### src/sv/lkt_pkg.sv
// Shared constants and types for the LRU key tracker.
package lkt_pkg;

    localparam int ENTRIES = 8;
    localparam int KEY_W   = 32;
    localparam int CAP_W   = 4;
    localparam int IDX_W   = (ENTRIES > 1) ? $clog2(ENTRIES) : 1;
    localparam int RANK_W  = IDX_W;
    localparam int OCC_W   = $clog2(ENTRIES + 1);

    localparam logic [CAP_W-1:0] CAP_RESET = CAP_W'(ENTRIES);

    typedef logic [IDX_W-1:0]  idx_t;
    typedef logic [RANK_W-1:0] rank_t;
    typedef logic [OCC_W-1:0]  occ_t;

    typedef struct packed {
        logic hit;
        occ_t occupancy;
    } lkt_stat_t;

endpackage

### src/sv/lkt_ifs.sv
// Valid/ready channel interfaces for accesses, results and the capacity register.
interface lkt_access_if;
    logic              valid;
    logic              ready;
    logic signed [31:0] key;

    modport source (output valid, output key, input ready);
    modport sink (input valid, input key, output ready);
endinterface

interface lkt_result_if;
    logic valid;
    logic ready;
    logic hit;

    modport source (output valid, output hit, input ready);
    modport sink (input valid, input hit, output ready);
endinterface

interface lkt_cfg_if;
    logic       valid;
    logic       ready;
    logic [3:0] capacity;

    modport source (output valid, output capacity, input ready);
    modport sink (input valid, input capacity, output ready);
endinterface

### src/sv/lkt_core.sv
// Key store, recency ranks and the combinational lookup and registered rank update.
module lkt_core
    import lkt_pkg::*;
(
    input  logic             clk,
    input  logic             rst_n,
    input  logic [CAP_W-1:0] capacity,
    input  logic             advance,
    input  logic [KEY_W-1:0] key,
    output lkt_stat_t        stat
);

    logic [KEY_W-1:0] keys_reg [ENTRIES];
    rank_t            ranks_reg [ENTRIES];
    occ_t             occ_reg;
    occ_t             occ_next;

    logic [ENTRIES-1:0] valid;
    logic               found;
    idx_t               hit_idx;
    idx_t               lru_idx;
    idx_t               target;
    occ_t               eff_cap;
    occ_t               limit;
    logic               room;
    logic [ENTRIES-1:0] age;

    always_comb
    begin
        if (capacity == '0)
        begin
            eff_cap = occ_t'(1);
        end
        else if (int'(capacity) > ENTRIES)
        begin
            eff_cap = occ_t'(ENTRIES);
        end
        else
        begin
            eff_cap = occ_t'(capacity);
        end
    end

    always_comb
    begin
        found   = 1'b0;
        hit_idx = '0;
        lru_idx = '0;
        for (int i = ENTRIES - 1; i >= 0; i--)
        begin
            valid[i] = (occ_t'(i) < occ_reg);
            if (valid[i] && keys_reg[i] == key)
            begin
                found   = 1'b1;
                hit_idx = idx_t'(i);
            end
            if (valid[i] && ranks_reg[i] == rank_t'(occ_reg - occ_t'(1)))
            begin
                lru_idx = idx_t'(i);
            end
        end
    end

    assign room = (occ_reg < eff_cap);

    always_comb
    begin
        if (found)
        begin
            limit  = occ_t'(ranks_reg[hit_idx]);
            target = hit_idx;
        end
        else if (room)
        begin
            limit  = occ_reg;
            target = idx_t'(occ_reg);
        end
        else
        begin
            limit  = occ_reg - occ_t'(1);
            target = lru_idx;
        end
        for (int i = 0; i < ENTRIES; i++)
        begin
            age[i] = valid[i] && (occ_t'(ranks_reg[i]) < limit);
        end
    end

    assign occ_next = (!found && room) ? occ_reg + occ_t'(1) : occ_reg;

    always_ff @(posedge clk or negedge rst_n)
    begin
        if (!rst_n)
        begin
            occ_reg <= '0;
        end
        else if (advance)
        begin
            occ_reg <= occ_next;
        end
    end

    always_ff @(posedge clk)
    begin
        if (advance)
        begin
            for (int i = 0; i < ENTRIES; i++)
            begin
                if (idx_t'(i) == target)
                begin
                    ranks_reg[i] <= '0;
                    if (!found)
                    begin
                        keys_reg[i] <= key;
                    end
                end
                else if (age[i])
                begin
                    ranks_reg[i] <= ranks_reg[i] + rank_t'(1);
                end
            end
        end
    end

    assign stat.hit       = found;
    assign stat.occupancy = occ_reg;

endmodule

### src/sv/lru_key_tracker.sv
// Top level of the LRU key tracker: request and result registers around the core.
// The tracker takes one access request per clock while the result channel is not
// stalled and returns its hit flag from the result register: the request is
// registered, then the parallel key compare and recency-rank update of all
// entries complete as the result register loads. A stalled result holds one
// more request in the input register before the access channel stops taking
// requests. The capacity register is always writable and should be changed
// only while no request is in flight.
module lru_key_tracker
    import lkt_pkg::*;
(
    input logic          clk,
    input logic          rst_n,
    lkt_access_if.sink   access,
    lkt_result_if.source result,
    lkt_cfg_if.sink      cfg
);

    logic             req_valid_reg;
    logic [KEY_W-1:0] req_key_reg;
    logic             res_valid_reg;
    logic             res_hit_reg;
    logic [CAP_W-1:0] capacity_reg;
    logic             advance;
    lkt_stat_t        stat;

    assign advance      = req_valid_reg && (!res_valid_reg || result.ready);
    assign access.ready = !req_valid_reg || advance;
    assign cfg.ready    = 1'b1;
    assign result.valid = res_valid_reg;
    assign result.hit   = res_hit_reg;

    always_ff @(posedge clk or negedge rst_n)
    begin
        if (!rst_n)
        begin
            req_valid_reg <= 1'b0;
            res_valid_reg <= 1'b0;
            capacity_reg  <= CAP_RESET;
        end
        else
        begin
            if (access.ready)
            begin
                req_valid_reg <= access.valid;
            end
            if (advance)
            begin
                res_valid_reg <= 1'b1;
            end
            else if (result.ready)
            begin
                res_valid_reg <= 1'b0;
            end
            if (cfg.valid)
            begin
                capacity_reg <= cfg.capacity;
            end
        end
    end

    always_ff @(posedge clk)
    begin
        if (access.valid && access.ready)
        begin
            req_key_reg <= access.key;
        end
        if (advance)
        begin
            res_hit_reg <= stat.hit;
        end
    end

    lkt_core u_core (
        .clk      (clk),
        .rst_n    (rst_n),
        .capacity (capacity_reg),
        .advance  (advance),
        .key      (req_key_reg),
        .stat     (stat)
    );

    // The occupancy never exceeds the built depth.
    assert property (@(posedge clk) disable iff (!rst_n)
        int'(stat.occupancy) <= ENTRIES)
        else $error("occupancy above the built depth");

    // The occupancy changes only when a request is processed, and then by one.
    assert property (@(posedge clk) disable iff (!rst_n)
        !advance |=> $stable(stat.occupancy))
        else $error("occupancy changed without a request");

    assert property (@(posedge clk) disable iff (!rst_n)
        advance |=> (stat.occupancy == $past(stat.occupancy)
                  || stat.occupancy == $past(stat.occupancy) + occ_t'(1)))
        else $error("occupancy moved by more than one");

    // A hit needs at least one held entry.
    assert property (@(posedge clk) disable iff (!rst_n)
        advance && stat.hit |-> stat.occupancy != '0)
        else $error("hit reported with an empty tracker");

endmodule
### src/flat_wrapper.sv
// flat-port wrapper written by rule: the top's interface ports become plain ports
module lru_key_tracker_flat import lkt_pkg::*;
  (clk, rst_n, access_valid, access_key, access_ready, result_valid, result_hit, result_ready, cfg_valid, cfg_capacity, cfg_ready);
  lkt_access_if access_i ();
  lkt_result_if result_i ();
  lkt_cfg_if cfg_i ();
  input logic clk;
  input logic rst_n;
  input wire logic [$bits(access_i.valid)-1:0] access_valid;
  input wire logic [$bits(access_i.key)-1:0] access_key;
  output wire logic [$bits(access_i.ready)-1:0] access_ready;
  output wire logic [$bits(result_i.valid)-1:0] result_valid;
  output wire logic [$bits(result_i.hit)-1:0] result_hit;
  input wire logic [$bits(result_i.ready)-1:0] result_ready;
  input wire logic [$bits(cfg_i.valid)-1:0] cfg_valid;
  input wire logic [$bits(cfg_i.capacity)-1:0] cfg_capacity;
  output wire logic [$bits(cfg_i.ready)-1:0] cfg_ready;
  assign access_i.valid = access_valid;
  assign access_i.key = access_key;
  assign access_ready = access_i.ready;
  assign result_valid = result_i.valid;
  assign result_hit = result_i.hit;
  assign result_i.ready = result_ready;
  assign cfg_i.valid = cfg_valid;
  assign cfg_i.capacity = cfg_capacity;
  assign cfg_ready = cfg_i.ready;
  lru_key_tracker u_core (.clk(clk), .rst_n(rst_n), .access(access_i), .result(result_i), .cfg(cfg_i));
endmodule
### config.mk
export PLATFORM = sky130hd
export DESIGN_NAME = lru_key_tracker_flat
export DESIGN_NICKNAME = d
export VERILOG_FILES = /design/src/sv/lkt_pkg.sv /design/src/sv/lkt_ifs.sv /design/src/sv/lkt_core.sv /design/src/sv/lru_key_tracker.sv /design/src/flat_wrapper.sv
export SDC_FILE = /design/constraint.sdc
export NUM_CORES = 1
export LEC_CHECK = 0
export BUFFER_PORTS_ARGS = -buffer_cell sky130_fd_sc_hd__buf_2
export CAP_MARGIN = 10
export CORE_UTILIZATION = 35
export DETAILED_ROUTE_END_ITERATION = 7
export SKIP_CTS_REPAIR_TIMING = 1
export SYNTH_ARGS = -nofsm -noshare
export SYNTH_HDL_FRONTEND = slang
export SYNTH_SLANG_ARGS = --single-unit
### constraint.sdc
create_clock -name clk -period 11 [get_ports clk]
set_input_delay 0 -clock clk [delete_from_list [all_inputs] [get_ports clk]]
set_output_delay 0 -clock clk [all_outputs]
set_load 0.05 [all_outputs]
==> metrics.csv <==
stage,metric,value,unit
outcome,status,"finished, final reports clean",
synth,Syn Nets,1199,
global_routing,GRT Overall Usage,0.179,
global_routing,global-route wire length before repair,59800,µm
pwr,Pwr per Cell Area,256,nW/µm²
detailed_routing,DRC Markers,0,
pwr,Leak Pwr,6.01,nW
setup_path,CP Capture Type,flop,
detailed_routing,wire per inst,21.9,µm
setup_path,Critical Path Most Common Cell,o21ai_0,
clocking,total CTS buffers,36,
timing,Final Hold Viols,0,
setup_path,Top Family by Delay on Critical Path,compound AO/OA/AOI/OAI gates,
clocking,Skew-Pair Late Insertion Delay,0.56,ns
timing,max_slew headroom,0.317,
worst_hold_path,worst min-delay path category,in -> reg,
floorplanning,Die W,214,µm
pwr,"Power, Total",4.66,mW
cells_and_area,Layout Cells excl Fill,1850,
cells_and_area,max reg flops,256,
detailed_routing,WL final,40500,µm
timing,Worst Max-Slew Pin Slew,1.02,ns
synth,Avg Inst Size Synth,13.9,µm²
timing,Final Slew Violations,0,
floorplanning,total die area,45600,µm²
floorplanning,die height,214,µm
setup_path,Startpoint Class,flop,
placed_design,PortBufs,43,
timing,# setup viols final,0,
timing,max frequency,0.165,GHz
timing,Period minus WS final,6.05,ns
clocking,"Clk pin slew, worst setup/hold paths",0.06,ns
cells_and_area,"Core Util, Final",0.412,
placed_design,Placed Cells,1747,
detailed_routing,Detail Route Antenna Nets,0,
cells_and_area,share of cells above drive strength 1,0.122,
setup_path,Worst path max stage delay,0.84,ns
setup_path,Setup CP Type,reg -> reg,
synth,register bit total from synthesis,323,
setup_path,CP Max Fanout,15,
timing,Hold WS,0.147,ns
cells_and_area,"most common cell after layout, fill and taps aside",edfxtp_1,
floorplanning,I/O Pins,45,
floorplanning,Rows,77,
global_routing,initial antenna violation count,0,
detailed_routing,DRT Pass-1 Iters,5,
setup_path,CP arrival,6.25,ns
global_routing,vias in the first global route,9324,
placed_design,GP Congestion,0.913,
synth,Ys Warns,0,
timing,final worst-path cycle share,0.550,
clocking,CTS root buf,clkbuf_16,
floorplanning,Initial Utilization,0.354,
job,Max Cap Viol,0,
placed_design,hpwl dp,26300,µm
synth,Mapped Area,15700,µm²
timing,RSZ-0062 raised after global routing,false,
synth,Synth async-reset ratio,0.0310,
timing,clk_skew,0.0296,ns
detailed_routing,DRT iter0 DRCs,755,
global_routing,largest net degree at the start of global routing,33,
global_routing,gr ovfl total,0,
cells_and_area,most frequent cells in the layout,"edfxtp_1 (313), xnor2_1 (151), xor2_1 (138), nand4_1 (58)",
synth,Post-Synthesis Cells,1127,
floorplanning,Core Box Area,44200,µm²
timing,setup TNS,0,ns
pwr,Peak VDD IR,0.192,mV
setup_path,CP Buf/Inv Count,2,
clocking,CTS tree,done,
cells_and_area,area grow syn2layout,16.4,%
cells_and_area,Total Nets Final,1308,
detailed_routing,Via Count,9671,
synth,number of enable flip-flop cells after synthesis,313,
clocking,clk sinks,323,
synth,"Seq/Total Area, Yosys",0.616,
clocking,depth of the CTS H-tree,2,
clocking,Longest Clk Path Bufs,3,
cells_and_area,Fill cells,4068,
setup_path,worst path cell trace,inv_1 > ha_1 > o21ai_0 > nand4_1 > nor4_1 > or2_2 > o21bai_2 > mux2_2 > nor2_1 > a21oi_1 > o21ai_0 > buf_4 > ha_1 > o21ai_0 > nor2_1 > o41a_1 > o21ai_0,
setup_path,Crit path required time,11.19,ns
detailed_routing,Via-to-Cell Ratio,5.23,
cells_and_area,ANT cells,0,
setup_path,CP max-delay cell,nor4_1,
synth,library cells used by synthesis,81,
synth,dominant synthesized flop cell,edfxtp_1,
[per-layer routing]
layer / share of wire / vias to the layer above / GRT usage
li1: - / 4494 / -
met1: 0.45 / 4833 / 0.244
met2: 0.48 / 288 / 0.294
met3: 0.058 / 56 / 0.0324
met4: 0.020 / 0 / 0.0485
met5: 0 / - / 0
[where the power goes]
group / switching, mW / internal, mW / leakage (nW) / total, mW
logic: 0.943 / 0.589 / 2.48 / 1.53
registers: 0.224 / 1.73 / 2.98 / 1.95
clock network: 0.502 / 0.680 / 0.549 / 1.18
total: 1.67 / 3.00 / 6.01 / 4.66
[layout make-up]
type                    instances  area, µm²  share of cell area
flip-flops and latches        323       9650               0.529
well taps                     592        741              0.0406
multi-input cells             744       5760               0.316
clock inverters                18        234              0.0128
clock buffers                  42        923              0.0506
repair buffers                117        878              0.0482
inverters                      14       52.6             0.00288
[kinds of logic (layout without fill, tap and decap cells)]
group / Yosys count / count (layout) / synth area share
buf+inv: 60 / 191 / 0.0195
xor+xnor: 292 / 292 / 0.166
simple gates: 305 / 305 / 0.116
other cells: 1 / 1 / 0.000239
mux: 11 / 11 / 0.00735
flops: 323 / 323 / 0.616
fa+ha+maj: 31 / 31 / 0.0248
compound gates: 104 / 104 / 0.0496
[cells in the mapped netlist, types with 9 or more instances]
cell,n,area [µm²]
a21oi_1,12,60.1
buf_2,31,155
dfrtp_1,9,225
edfxtp_1,313,9400
ha_1,31,388
inv_1,13,48.8
nand2_1,31,116
nand2b_1,9,56.3
nand3_1,19,95.1
nand4_1,58,363
nor2_1,32,120
nor3_1,33,165
nor4_1,44,275
o21ai_0,24,120
xnor2_1,151,1320
xor2_1,138,1210
[through the flow]
| step | instance area, µm² | setup WS, ns |
|---|---|---|
| floorplan | 15700 | 4.57 |
| detailed placement | 16600 | 4.99 |
| finish | 18200 | 4.95 |
| global placement | 16600 | 5.40 |
| global route | 18200 | 4.39 |
| CTS | 17800 | 4.96 |
[path summary, 6_finish.rpt]
path                                          start                       endpoint  slack [ns]  depth (start not counted)
setup / recovery           u_core.u_core.occ_reg[0]  u_core.u_core.ranks_reg[0][2]        4.95                         17
hold / removal                       access_key[12]         u_core.req_key_reg[12]        0.15                          2
setup reg to reg           u_core.u_core.occ_reg[0]  u_core.u_core.ranks_reg[0][2]        4.95                         17
hold reg to reg                u_core.req_valid_reg            u_core.result.valid        0.49                          1
max in group asynchronous                     rst_n         u_core.capacity_reg[1]        9.63                          4
min in group asynchronous                     rst_n         u_core.capacity_reg[3]        0.50                          3
Note: power is estimated with default switching activity, not from simulation.
